**config.mk**
```make
export PLATFORM = sky130hd
export DESIGN_NAME = led_command_frame_decoder_unit_flat
export DESIGN_NICKNAME = d
export VERILOG_FILES = /design/src/rtl/core/lcfd_pkg.sv /design/src/rtl/core/lcfd_if.sv /design/src/rtl/core/led_command_frame_decoder_unit.sv /design/src/rtl/core/lcfd_front.sv /design/src/rtl/core/lcfd_queue.sv /design/src/rtl/core/lcfd_back.sv /design/src/flat_wrapper.sv
export SDC_FILE = /design/constraint.sdc
export NUM_CORES = 1
export LEC_CHECK = 0
export ABC_AREA = 1
export ABC_CLOCK_PERIOD_IN_PS = 3860
export CORE_ASPECT_RATIO = 1.25
export CORE_MARGIN = 4
export CORE_UTILIZATION = 40
export DETAILED_ROUTE_END_ITERATION = 7
export DONT_BUFFER_PORTS = 1
export GPL_ROUTABILITY_DRIVEN = 1
export GPL_TIMING_DRIVEN = 0
export PLACE_DENSITY_LB_ADDON = 0.05
export RECOVER_POWER = 25
export SKIP_CTS_REPAIR_TIMING = 1
export SLEW_MARGIN = 20
export SYNTH_ARGS = -nofsm -noshare
export SYNTH_HDL_FRONTEND = slang
export SYNTH_SLANG_ARGS = --single-unit
export TNS_END_PERCENT = 10
```
**constraint.sdc**
```tcl
create_clock -name clk -period 3.86 [get_ports clk]
set_clock_uncertainty 0.1 [all_clocks]
set_input_delay 0.386 -clock clk [delete_from_list [all_inputs] [get_ports clk]]
set_output_delay 0.386 -clock clk [all_outputs]
set_load 0.03 [all_outputs]
```
**src/rtl/core/lcfd_pkg.sv**
```systemverilog
package lcfd_pkg;

    // Default length limit of one line; the held count tops out one below it.
    localparam int LINE_BUFFER_BYTES = 64;

    // Only the first eight positions of a line are ever examined.
    localparam int STORED_POSITIONS = 8;

    // Depth of the command queue between the front and the back.
    localparam int QUEUE_DEPTH = 2;

    localparam logic [7:0] START_MARK = 8'hAA;
    localparam logic [7:0] STOP_MARK  = 8'h55;
    localparam logic [7:0] NEWLINE    = 8'h0A;

    // Command bytes as they appear at position 1 of a line.
    localparam logic [7:0] CMD_PIXEL = 8'h01;
    localparam logic [7:0] CMD_POWER = 8'h02;
    localparam logic [7:0] CMD_CLEAR = 8'h03;
    localparam logic [7:0] CMD_BOXES = 8'h04;

    // Command kinds as reported on the result channel.
    localparam logic [1:0] KIND_PIXEL = 2'd0;
    localparam logic [1:0] KIND_RELAY = 2'd1;
    localparam logic [1:0] KIND_CLEAR = 2'd2;
    localparam logic [1:0] KIND_BOXES = 2'd3;

    // One accepted command, as handed from the front to the back.
    typedef struct packed {
        logic [1:0] kind;
        logic [7:0] pos2;
        logic [7:0] pos3;
        logic [7:0] pos4;
        logic [7:0] pos5;
        logic [7:0] pos6;
    } cmd_entry_t;

    function automatic logic [15:0] pack565(input logic [7:0] red,
                                            input logic [7:0] green,
                                            input logic [7:0] blue);
        pack565 = {red[7:3], green[7:2], blue[7:3]};
    endfunction

endpackage

```
**src/rtl/core/lcfd_if.sv**
```systemverilog
interface lcfd_rx_if;
    logic       valid;
    logic       ready;
    logic [7:0] rx_byte;

    modport source (output valid, output rx_byte, input ready);
    modport sink (input valid, input rx_byte, output ready);
endinterface

interface lcfd_cmd_if;
    logic        valid;
    logic        ready;
    logic [1:0]  command_kind;
    logic [7:0]  box_row;
    logic [7:0]  box_col;
    logic [15:0] color_rgb565;
    logic        display_on;

    modport source (output valid, output command_kind, output box_row, output box_col,
                    output color_rgb565, output display_on, input ready);
    modport sink (input valid, input command_kind, input box_row, input box_col,
                  input color_rgb565, input display_on, output ready);
endinterface

```
**src/rtl/core/led_command_frame_decoder_unit.sv**
```systemverilog
// LED command line decoder. Received serial bytes arrive one per transfer on the
// rx channel, and one byte can be taken in every clock cycle while the command
// queue is not full. Bytes other than newline (0x0A) build up a line: the first
// eight positions are kept and the line length counts up to LineBufferBytes-1
// and then holds, with further bytes dropped. A newline ends the line. If the
// line starts with 0xAA, position 1 selects pixel colour (0x01), relay (0x02),
// clear (0x03) or light all boxes (0x04); the first three need a long enough
// line and the stop byte 0x55 at their last position. Each valid command gives
// one transfer on the cmd channel with the pixel row, column and RGB565 colour
// or the relay state, and zero in the fields that do not apply. Any newline
// clears the line store, whether or not it produced a command. A newline's
// command is written into the queue as the newline is taken, and moves on into
// the cmd output register once it is at the head of the queue and the output
// register is free or being taken. A two-entry command queue separates line
// capture from result formatting, so the rx side keeps taking bytes while a
// result waits for the sink. The rx channel stalls only when that queue is full,
// which takes two unclaimed commands behind the output register.
module led_command_frame_decoder_unit #(
    parameter int LineBufferBytes = lcfd_pkg::LINE_BUFFER_BYTES,
    parameter int QueueDepth      = lcfd_pkg::QUEUE_DEPTH
) (
    input logic         clk,
    input logic         rst_n,
    lcfd_rx_if.sink     rx,
    lcfd_cmd_if.source  cmd
);

    logic                 push;
    logic                 queue_full;
    logic                 q_valid;
    logic                 q_pop;
    lcfd_pkg::cmd_entry_t push_entry;
    lcfd_pkg::cmd_entry_t q_head;

    // Line capture and command classification.
    lcfd_front #(
        .LineBufferBytes(LineBufferBytes)
    ) u_front (
        .clk        (clk),
        .rst_n      (rst_n),
        .rx         (rx),
        .queue_full (queue_full),
        .push       (push),
        .push_entry (push_entry)
    );

    // Short queue of accepted commands.
    lcfd_queue #(
        .Depth(QueueDepth)
    ) u_queue (
        .clk        (clk),
        .rst_n      (rst_n),
        .push       (push),
        .push_entry (push_entry),
        .full       (queue_full),
        .pop        (q_pop),
        .not_empty  (q_valid),
        .head       (q_head)
    );

    // Result formatting and the output register.
    lcfd_back u_back (
        .clk     (clk),
        .rst_n   (rst_n),
        .q_valid (q_valid),
        .q_head  (q_head),
        .q_pop   (q_pop),
        .cmd     (cmd)
    );

endmodule

```
**src/rtl/core/lcfd_front.sv**
```systemverilog
module lcfd_front #(
    parameter int LineBufferBytes = lcfd_pkg::LINE_BUFFER_BYTES
) (
    input  logic                 clk,
    input  logic                 rst_n,
    lcfd_rx_if.sink              rx,
    input  logic                 queue_full,
    output logic                 push,
    output lcfd_pkg::cmd_entry_t push_entry
);

    localparam int LenW = $clog2(LineBufferBytes);
    localparam logic [LenW-1:0] LenMax = LenW'(LineBufferBytes - 1);

    logic [7:0]      frame_bytes_reg [lcfd_pkg::STORED_POSITIONS];
    logic [7:0]      frame_bytes_next [lcfd_pkg::STORED_POSITIONS];
    logic [LenW-1:0] line_length_reg;
    logic [LenW-1:0] line_length_next;
    logic            take;
    logic            is_newline;
    logic            hit;
    logic [1:0]      kind;

    assign rx.ready   = !queue_full;
    assign take       = rx.valid && rx.ready;
    assign is_newline = (rx.rx_byte == lcfd_pkg::NEWLINE);

    // Classify the finished line. Positions not written on this line hold zero.
    always_comb
    begin
        hit  = 1'b0;
        kind = lcfd_pkg::KIND_BOXES;
        if (line_length_reg != '0 && frame_bytes_reg[0] == lcfd_pkg::START_MARK)
        begin
            priority if (frame_bytes_reg[1] == lcfd_pkg::CMD_PIXEL &&
                         line_length_reg >= LenW'(8))
            begin
                hit  = (frame_bytes_reg[7] == lcfd_pkg::STOP_MARK);
                kind = lcfd_pkg::KIND_PIXEL;
            end
            else if (frame_bytes_reg[1] == lcfd_pkg::CMD_POWER &&
                     line_length_reg >= LenW'(4))
            begin
                hit  = (frame_bytes_reg[3] == lcfd_pkg::STOP_MARK);
                kind = lcfd_pkg::KIND_RELAY;
            end
            else if (frame_bytes_reg[1] == lcfd_pkg::CMD_CLEAR &&
                     line_length_reg >= LenW'(3))
            begin
                hit  = (frame_bytes_reg[2] == lcfd_pkg::STOP_MARK);
                kind = lcfd_pkg::KIND_CLEAR;
            end
            else if (frame_bytes_reg[1] == lcfd_pkg::CMD_BOXES)
            begin
                hit  = 1'b1;
                kind = lcfd_pkg::KIND_BOXES;
            end
            else
            begin
                hit = 1'b0;
            end
        end
    end

    assign push = take && is_newline && hit;

    always_comb
    begin
        push_entry.kind = kind;
        push_entry.pos2 = frame_bytes_reg[2];
        push_entry.pos3 = frame_bytes_reg[3];
        push_entry.pos4 = frame_bytes_reg[4];
        push_entry.pos5 = frame_bytes_reg[5];
        push_entry.pos6 = frame_bytes_reg[6];
    end

    always_comb
    begin
        frame_bytes_next = frame_bytes_reg;
        line_length_next = line_length_reg;
        if (take)
        begin
            if (is_newline)
            begin
                for (int i = 0; i < lcfd_pkg::STORED_POSITIONS; i++)
                begin
                    frame_bytes_next[i] = '0;
                end
                line_length_next = '0;
            end
            else if (line_length_reg < LenMax)
            begin
                if (line_length_reg < LenW'(lcfd_pkg::STORED_POSITIONS))
                begin
                    frame_bytes_next[line_length_reg[2:0]] = rx.rx_byte;
                end
                line_length_next = line_length_reg + LenW'(1);
            end
        end
    end

    always_ff @(posedge clk or negedge rst_n)
    begin
        if (!rst_n)
        begin
            for (int i = 0; i < lcfd_pkg::STORED_POSITIONS; i++)
            begin
                frame_bytes_reg[i] <= '0;
            end
            line_length_reg <= '0;
        end
        else
        begin
            frame_bytes_reg <= frame_bytes_next;
            line_length_reg <= line_length_next;
        end
    end

endmodule

```
**src/rtl/core/lcfd_queue.sv**
```systemverilog
module lcfd_queue #(
    parameter int Depth = lcfd_pkg::QUEUE_DEPTH
) (
    input  logic                 clk,
    input  logic                 rst_n,
    input  logic                 push,
    input  lcfd_pkg::cmd_entry_t push_entry,
    output logic                 full,
    input  logic                 pop,
    output logic                 not_empty,
    output lcfd_pkg::cmd_entry_t head
);

    localparam int PtrW = (Depth > 1) ? $clog2(Depth) : 1;
    localparam int CntW = $clog2(Depth + 1);

    lcfd_pkg::cmd_entry_t entries [Depth];
    logic [PtrW-1:0] wr_ptr_reg;
    logic [PtrW-1:0] wr_ptr_next;
    logic [PtrW-1:0] rd_ptr_reg;
    logic [PtrW-1:0] rd_ptr_next;
    logic [CntW-1:0] count_reg;
    logic [CntW-1:0] count_next;
    logic            do_push;
    logic            do_pop;

    assign full      = (count_reg == CntW'(Depth));
    assign not_empty = (count_reg != '0);
    assign do_push   = push && !full;
    assign do_pop    = pop && not_empty;
    assign head      = entries[rd_ptr_reg];

    always_comb
    begin
        wr_ptr_next = wr_ptr_reg;
        rd_ptr_next = rd_ptr_reg;
        count_next  = count_reg;
        if (do_push)
        begin
            wr_ptr_next = (wr_ptr_reg == PtrW'(Depth - 1)) ? '0 : wr_ptr_reg + PtrW'(1);
        end
        if (do_pop)
        begin
            rd_ptr_next = (rd_ptr_reg == PtrW'(Depth - 1)) ? '0 : rd_ptr_reg + PtrW'(1);
        end
        if (do_push && !do_pop)
        begin
            count_next = count_reg + CntW'(1);
        end
        else if (do_pop && !do_push)
        begin
            count_next = count_reg - CntW'(1);
        end
    end

    always_ff @(posedge clk)
    begin
        if (do_push)
        begin
            entries[wr_ptr_reg] <= push_entry;
        end
    end

    always_ff @(posedge clk or negedge rst_n)
    begin
        if (!rst_n)
        begin
            wr_ptr_reg <= '0;
            rd_ptr_reg <= '0;
            count_reg  <= '0;
        end
        else
        begin
            wr_ptr_reg <= wr_ptr_next;
            rd_ptr_reg <= rd_ptr_next;
            count_reg  <= count_next;
        end
    end

endmodule

```
**src/rtl/core/lcfd_back.sv**
```systemverilog
module lcfd_back (
    input  logic                 clk,
    input  logic                 rst_n,
    input  logic                 q_valid,
    input  lcfd_pkg::cmd_entry_t q_head,
    output logic                 q_pop,
    lcfd_cmd_if.source           cmd
);

    logic        out_valid_reg;
    logic        out_valid_next;
    logic [1:0]  kind_reg;
    logic [7:0]  row_reg;
    logic [7:0]  col_reg;
    logic [15:0] color_reg;
    logic        disp_reg;
    logic [7:0]  row_next;
    logic [7:0]  col_next;
    logic [15:0] color_next;
    logic        disp_next;

    assign q_pop = q_valid && (!out_valid_reg || cmd.ready);

    always_comb
    begin
        row_next   = '0;
        col_next   = '0;
        color_next = '0;
        disp_next  = 1'b0;
        unique case (q_head.kind)
            lcfd_pkg::KIND_PIXEL:
            begin
                row_next   = q_head.pos2;
                col_next   = q_head.pos3;
                color_next = lcfd_pkg::pack565(q_head.pos4, q_head.pos5, q_head.pos6);
            end
            lcfd_pkg::KIND_RELAY:
            begin
                disp_next = (q_head.pos2 != '0);
            end
            default:
            begin
                disp_next = 1'b0;
            end
        endcase
    end

    always_comb
    begin
        out_valid_next = out_valid_reg;
        if (q_pop)
        begin
            out_valid_next = 1'b1;
        end
        else if (cmd.ready)
        begin
            out_valid_next = 1'b0;
        end
    end

    always_ff @(posedge clk)
    begin
        if (q_pop)
        begin
            kind_reg  <= q_head.kind;
            row_reg   <= row_next;
            col_reg   <= col_next;
            color_reg <= color_next;
            disp_reg  <= disp_next;
        end
    end

    always_ff @(posedge clk or negedge rst_n)
    begin
        if (!rst_n)
        begin
            out_valid_reg <= 1'b0;
        end
        else
        begin
            out_valid_reg <= out_valid_next;
        end
    end

    assign cmd.valid        = out_valid_reg;
    assign cmd.command_kind = kind_reg;
    assign cmd.box_row      = row_reg;
    assign cmd.box_col      = col_reg;
    assign cmd.color_rgb565 = color_reg;
    assign cmd.display_on   = disp_reg;

endmodule

```
**src/flat_wrapper.sv**
```systemverilog
// flat-port wrapper written by rule: the top's interface ports become plain ports
module led_command_frame_decoder_unit_flat 
#(
    parameter int LineBufferBytes = lcfd_pkg::LINE_BUFFER_BYTES,
    parameter int QueueDepth      = lcfd_pkg::QUEUE_DEPTH
)
  (clk, rst_n, rx_valid, rx_rx_byte, rx_ready, cmd_valid, cmd_command_kind, cmd_box_row, cmd_box_col, cmd_color_rgb565, cmd_display_on, cmd_ready);
  lcfd_rx_if rx_i ();
  lcfd_cmd_if cmd_i ();
  input logic clk;
  input logic rst_n;
  input wire logic [$bits(rx_i.valid)-1:0] rx_valid;
  input wire logic [$bits(rx_i.rx_byte)-1:0] rx_rx_byte;
  output wire logic [$bits(rx_i.ready)-1:0] rx_ready;
  output wire logic [$bits(cmd_i.valid)-1:0] cmd_valid;
  output wire logic [$bits(cmd_i.command_kind)-1:0] cmd_command_kind;
  output wire logic [$bits(cmd_i.box_row)-1:0] cmd_box_row;
  output wire logic [$bits(cmd_i.box_col)-1:0] cmd_box_col;
  output wire logic [$bits(cmd_i.color_rgb565)-1:0] cmd_color_rgb565;
  output wire logic [$bits(cmd_i.display_on)-1:0] cmd_display_on;
  input wire logic [$bits(cmd_i.ready)-1:0] cmd_ready;
  assign rx_i.valid = rx_valid;
  assign rx_i.rx_byte = rx_rx_byte;
  assign rx_ready = rx_i.ready;
  assign cmd_valid = cmd_i.valid;
  assign cmd_command_kind = cmd_i.command_kind;
  assign cmd_box_row = cmd_i.box_row;
  assign cmd_box_col = cmd_i.box_col;
  assign cmd_color_rgb565 = cmd_i.color_rgb565;
  assign cmd_display_on = cmd_i.display_on;
  assign cmd_i.ready = cmd_ready;
  led_command_frame_decoder_unit #(.LineBufferBytes(LineBufferBytes), .QueueDepth(QueueDepth)) u_core (.clk(clk), .rst_n(rst_n), .rx(rx_i), .cmd(cmd_i));
endmodule
```
Word-level counts from Yosys, hierarchy flattened
Memories as Yosys holds them, arrays and structs flattened.
Index checks and enable logic that the tools add are counted.
{"block": "word_totals", "reg_bits": 110, "in_bits": 12, "mem_count": 1, "out_inout_bits": 37, "ram_bits": 84}
{"block": "op_classes", "mux": 25, "eq_ne": 11, "add_sub_neg": 5, "n_lt_le_gt_ge": 7, "reduce_logical": 28, "n_bitwise": 1}
{"memory": "u_core.u_queue.entries", "depth": 2, "word_bits": 42, "rd": 1, "rd_ports_with_merged_regs": 0, "wr": 1, "line_no": "lcfd_queue.sv:17", "text": "lcfd_pkg::cmd_entry_t entries [Depth];"}
{"cell": "$mux 64", "count": 3}
{"cell": "$bwmux 64", "count": 1}
{"cell": "$demux 8 s3", "count": 1}
{"cell": "$eq 8x7->1 const B", "count": 3}
{"cell": "$eq 8x2->1 const B", "count": 2}
{"cell": "$logic_and 1x1->1", "count": 13}
{"cell": "$mux 1", "count": 12}
{"cell": "$mux 6", "count": 2}
{"cell": "$mux 2", "count": 5}
{"cell": "$reduce_bool 2->1", "count": 5}
{"cell": "$eq 8x1->1 const B", "count": 1}
{"cell": "$eq 8x3->1 const B", "count": 1}
{"cell": "$eq 8x4->1 const B", "count": 1}
{"cell": "$eq 8x8->1 const B", "count": 1}
{"cell": "$mux 8", "count": 1}
{"cell": "$reduce_bool 8->1", "count": 1}
{"cell": "$add 6x1->6 const B", "count": 1}
{"cell": "$ge 6x2->1 const B", "count": 1}
{"cell": "$ge 6x3->1 const B", "count": 1}
{"cell": "$ge 6x4->1 const B", "count": 1}
{"cell": "$lt 6x4->1 const B", "count": 1}
{"cell": "$lt 6x6->1 const B", "count": 1}
{"cell": "$reduce_bool 6->1", "count": 1}
{"cell": "$ge 4x4->1 const B", "count": 1}
{"cell": "other kinds (12)", "count": 16}

Depth between registers and ports, before layout
{"block": "depth", "word_depth": 12, "depth_mapped": 13}

Cells and area by module
A second synthesis with hierarchy kept.
{"block": "unflattened", "hier_cells": 809, "area_unflattened_um2": 8310.5}
{"mod": "lcfd_front", "instances": 1, "seq_area_each_um2": 1751.7, "area_per_inst_um2": 3530.9, "cells_each": 438}
{"mod": "lcfd_queue", "instances": 1, "seq_area_each_um2": 2622.5, "area_per_inst_um2": 3329.4, "cells_each": 251}
{"mod": "lcfd_back", "instances": 1, "seq_area_each_um2": 1076.0, "area_per_inst_um2": 1450.1, "cells_each": 120}

Worst setup path before layout
Ideal clock, no wire load.
{"block": "synth_path", "path_type": "reg2reg", "from": "register u_core.u_back.out_valid_reg, in the netlist u_core.u_back.cmd.valid", "to": "register u_core.u_queue.count_reg[1]", "stages_incl_launch_ff": 9, "required_time_ns": 3.629, "arrival_time_ns": 3.341, "path_buffers": 0, "period_less_slack_ns": 3.572, "setup_time_ns": 0.131, "path_slack_ns": 0.288, "cell_sequence": "dfrtp_1 -> inv_1 -> nor2_1 -> a21oi_1 -> inv_1 -> ha_1 -> a21oi_1 -> o21ai_0 -> xor2_1"}
{"block": "synth_via", "elab_chain_cells": 7, "elab_cells_between_ends": 9}
{"element": "from (decl)", "line_no": "lcfd_back.sv:10", "text": "logic out_valid_reg;"}
{"element": "from (signal assigned)", "line_no": "lcfd_back.sv:81", "text": "out_valid_reg <= out_valid_next;"}
{"element": "$logic_not 1->1 (*)", "line_no": "lcfd_back.sv:22", "text": "assign q_pop = q_valid && (!out_valid_reg || cmd.ready);"}
{"element": "$logic_or 1x1->1 (*)", "line_no": "lcfd_back.sv:22"}
{"element": "$logic_and 1x1->1 (*)", "line_no": "lcfd_back.sv:22"}
{"element": "net u_core.q_pop", "line_no": "led_command_frame_decoder_unit.sv:31", "text": "logic q_pop;"}
{"element": "$logic_and 1x1->1 (*)", "line_no": "lcfd_queue.sv:30", "text": "assign do_pop = pop && not_empty;"}
{"element": "$logic_not 1->1", "line_no": "lcfd_queue.sv:46", "text": "if (do_push && !do_pop)"}
{"element": "$logic_and 1x1->1", "line_no": "lcfd_queue.sv:46"}
{"element": "$mux 2 or $reduce_bool 2->1 (tied branches)"}
{"element": "to (signal assigned)", "line_no": "lcfd_queue.sv:76", "text": "count_reg <= count_next;"}
{"element": "to (decl)", "line_no": "lcfd_queue.sv:22", "text": "logic [CntW-1:0] count_reg;"}
Mark *: on every way through the listed nets, which the timed path passes. The rest lies on a longest branch.
A chain may end at the register's enable or synchronous reset.

Worst setup path after layout
{"block": "layout_path", "from": "register u_core.u_queue.count_reg[0]", "to": "memory u_core.u_queue.entries[0][27] (netlist name), enable pin"}
{"block": "layout_via", "elab_chain_cells": 8}
{"element": "$eq 2x2->1 (*)", "line_no": "lcfd_queue.sv:27", "text": "assign full = (count_reg == CntW'(Depth));"}
{"element": "$logic_not 1->1 (*)", "line_no": "lcfd_front.sv:24", "text": "assign rx.ready = !queue_full;"}
{"element": "net rx_ready", "line_no": "flat_wrapper.sv:14", "text": "output wire logic [$bits(rx_i.ready)-1:0] rx_ready;"}
{"element": "$logic_and 1x1->1", "line_no": "lcfd_front.sv:25", "text": "assign take = rx.valid && rx.ready;"}
{"element": "$logic_and 1x1->1 (2 in series)", "line_no": "lcfd_front.sv:65", "text": "assign push = take && is_newline && hit;"}
{"element": "$logic_and 1x1->1 (*)", "line_no": "lcfd_queue.sv:29", "text": "assign do_push = push && !full;"}
{"element": "$mux 1 (*)", "line_no": "lcfd_queue.sv:58", "text": "if (do_push)"}
{"element": "$mux 1 (implied by the code) (*)", "line_no": "lcfd_queue.sv:60", "text": "entries[wr_ptr_reg] <= push_entry;"}
{"element": "to (decl)", "line_no": "lcfd_queue.sv:17"}
Marks and branches as above.

==> run_results.csv <==
group,metric,value,unit
power,clkPwrFrac,27.0,%
die,dieArea,19380,um2
critical_path,crit_path_cell_trace,"inv_2 > nand2_1 > nand2_1 > nor2_4 > nand2_1 > nor2_2 > nand2_1 > nor2_4 > buf_16",
critical_path,crit_family,"simple AND/OR/NAND/NOR gates",
clocking,cts_buffers,17,
clocking,clk_pin_slew,0.07,ns
cells_and_area,nets,681,
grt,grt_pass1_wl,23.03,mm
synthesis,synth_seq_cells,170,
clocking,clock-sinks,170,
critical_path,max_stage_delay,0.48,ns
grt,first_global_vias,4317,
worst_hold_path,hp-start,"rx_rx_byte[0]",
clocking,cts.path.max_buffers,2,
critical_path,r2r-end,"u_core.u_queue.entries[0][27]",
cells_and_area,area_growth,13.95,%
power,power_leakage,3.341,nW
critical_path,cp.arrival,2.84,ns
synthesis,yosysTopAreaCell,"edfxtp_1",
synthesis,synth_ff_type,"edfxtp_1",
detailed_routing,vias,4284,
critical_path,slowest_stage,"nor2_4",
synthesis,ys_seq_area_share,69.31,%
clocking,htreeDepth,4,
worst_hold_path,whs_path_depth,2,
sta,finalMaxSlewViolations,68,
critical_path,path_depth,9,
synthesis,synthCells,637,
sta,fmax,0.3550,GHz
clocking,cts_root_buf,"clkbuf_16",
power,comb_power_share,20.0,%
synthesis,synth_edf_count,103,
die,die_w,125.3,um
grt,grt_max_degree,68,
detailed_routing,wirelength,14.23,mm
critical_path,crit_top_cell,"nand2_1",
sta,grt_setup_unrepaired,"false",
synthesis,netlist_area,6882,um2
run,maxCapViolCount,1,
synthesis,synth.distinct_cells,35,
worst_hold_path,min_to,"u_core.u_front.frame_bytes_reg[56]",
cells_and_area,antennaDiodeCount,0,
power,p_per_area,719.6,nW/um2
synthesis,synth_mux_area_share,1.164,%
placement,place_congestion,0.8522,
detailed_routing,drt_iter0_markers,259,
synthesis,synth_most_common_cell,"nand2_1",
critical_path,crit_buf_inv,2,
synthesis,synth_top_family_by_area,"simple AND/OR/NAND/NOR gates",
placement,post-dp-hpwl,9.540,mm
synthesis,yosys-top-cells-count,"nand2_1 (258), edfxtp_1 (103), dfrtp_1 (67), inv_1 (41), nor2_1 (34)",
critical_path,endpoint_kind,"flop",
detailed_routing,ant_nets,0,
sta,setup_violations,0,
cells_and_area,n_fill_cell,1628,
critical_path,worstRegToRegCells,9,
cells_and_area,final_cells,899,
synthesis,synthSimpleGateAreaFrac,21.13,%
status,violations,"hold timing, capacitance limit, slew limit",
placement,numPortBuffers,0,
power,switchingPower,2.007,mW
power,ir_worst_vdd,0.3089,mV
critical_path,path_class,"reg2reg",
cells_and_area,fin_util,46.55,%
die,initial_core_util,40.86,%
critical_path,cp-start-kind,"flop",
sta,maxSlewHeadroom,-14.64,%
critical_path,crit_fanout,19,
cells_and_area,finalInstanceArea,7841,um2
synthesis,synth-compound-area-share,3.636,%
critical_path,r2r-start,"u_core.u_queue.count_reg[0]",
status,outcome,"complete, but fails checks",
worst_hold_path,hp-class,"in2reg",
critical_path,r2r_slack,1.04,ns
clocking,insertion_delay,0.42,ns
sta,tightestPinTransition,1.720,ns
placement,dp.cells,860,
synthesis,synth_area_leaders,"edfxtp_1 (45%), dfrtp_1 (24%), nand2_1 (14%)",
synthesis,async_flop_share,39.41,%
detailed_routing,vias_per_cell,4.765,
die,ios,49,
power,switching_share,35.57,%
grt,grt_antenna_before_repair,0,
sta,finalHoldViolCount,1,
synthesis,synthAdderAreaFrac,0.5455,%
die,core-area,16840,um2
detailed_routing,remaining_drc_errors,0,
cells_and_area,drive_gt1_share,11.34,%
sta,holdWs,-0.01216,ns
clocking,cts_tree,"built",
synthesis,synth-xor-area-share,0.5091,%
die,std_cell_rows,53,
synthesis,yosysWarnings,0,
synthesis,synth_fp_nets,652,
placement,dpl_cell_area,7251,um2
sta,post-route-min-period,2.817,ns
synthesis,synth_top_area_share,44.95,%
cells_and_area,largest_reg_flops,68,
grt,gr-total-overflow,0,
critical_path,crit_required,3.89,ns
detailed_routing,dr.pass1.iters,7,
grt,grt_util_all_layers,15.41,%
die,die_h,154.6,um
sta,fin_crit_sh,72.98,%
power,p_int,3.636,mW
power,seqPwrFrac,53.1,%
synthesis,avgSynthCellArea,10.80,um2
detailed_routing,wl_per_cell,15.83,um
-- how the worst max path moves through the flow --
stage	startpoint	endpoint	slack, ns
2_1_floorplan	u_core.u_back.cmd.valid	u_core.u_queue.count_reg[1]	0.29
3_3_place_gp	rx_rx_byte[5]	u_core.u_queue.entries[0][23]	-0.76
3_5_place_dp	rx_rx_byte[5]	u_core.u_queue.entries[0][23]	1.0
4_1_cts	u_core.u_queue.count_reg[0]	u_core.u_queue.entries[0][25]	0.99
5_1_grt	u_core.u_queue.count_reg[0]	u_core.u_queue.entries[0][3]	0.81
6_report	u_core.u_queue.count_reg[0]	u_core.u_queue.entries[0][27]	1.04
-- power groups by stage --
stage	clock, mW	sequential [mW]	combinational [mW]
2_1_floorplan	0	2.96	0.830
3_3_place_gp	0	3.03	1.04
3_5_place_dp	0	3.04	1.11
4_1_cts	1.56	3.00	1.12
5_1_grt	1.64	3.05	1.30
6_report	1.52	2.99	1.13
-- logic make-up (layout without fill, tap and decap cells) --
kind of cell,after synthesis,in the layout
xor gates and xnor gates,4,4
DFF,170,170
AOI/OAI and AO/OA,47,47
adders and majority gates,3,3
muxes,8,8
buffers and inverters,61,103
and+or+nand+nor,344,344
-- routing by layer --
metal | track usage, % | wire length [um] | vias up | part of all wire, %
met5 | 0 | 0 | - | 0
met4 | 5.630 | 188 | 0 | 1.3
met3 | 3.972 | 390 | 12 | 2.7
met2 | 26.74 | 7311 | 70 | 51
met1 | 18.57 | 6343 | 2055 | 45
li1 | - | - | 2147 | -
-- final cells by class --
| cell class | count | area, um2 | area share, % |
|---|---|---|---|
| multi-input cells | 406 | 1876 | 23.92 |
| clock buffers | 18 | 429.2 | 5.473 |
| flip-flops and latches | 170 | 4770 | 60.83 |
| plain buffers | 15 | 80.08 | 1.021 |
| clock inverters | 14 | 96.34 | 1.229 |
| inverters | 46 | 175.2 | 2.234 |
| repair buffers | 10 | 140.1 | 1.787 |
| well taps | 220 | 275.3 | 3.510 |
-- through the flow --
| stage | setup slack [ns] | total power [mW] | setup TNS [ns] | hold slack [ns] |
|---|---|---|---|---|
| final | 1.043 | 5.643 | 0 | -0.01216 |
| after global routing | 0.8063 | 5.995 | 0 | 0.001035 |
| after global placement | -0.7574 | 4.078 | -26.58 | -0.006896 |
| after detailed placement | 0.9967 | 4.155 | 0 | -0.007209 |
| after floorplan | 0.2877 | 3.785 | 0 | -0.009591 |
| after CTS | 0.9927 | 5.689 | 0 | -0.4679 |
-- cell usage in the layout, fill, tap and decap left out, types with 3 or more instances in the layout --
cell / Yosys / final
buf_2: 9 / 9
inv_2: 4 / 5
dlygate4sd3_1: 0 / 6
xor2_1: 3 / 3
clkinv_4: 0 / 3
o21ai_2: 3 / 3
mux2i_1: 8 / 8
a21oi_1: 27 / 26
o21ai_0: 12 / 12
nor2_1: 34 / 33
nand3_1: 13 / 13
inv_6: 0 / 4
clkbuf_16: 0 / 17
nand2_1: 258 / 258
nor3_1: 12 / 12
edfxtp_1: 103 / 103
nand2_2: 4 / 4
clkbuf_1: 3 / 4
clkinv_1: 0 / 4
nor2_4: 7 / 8
dfrtp_1: 67 / 67
inv_1: 41 / 40
nor2_2: 6 / 6
ha_1: 3 / 3
Note: power is estimated with default switching activity, not from simulation.
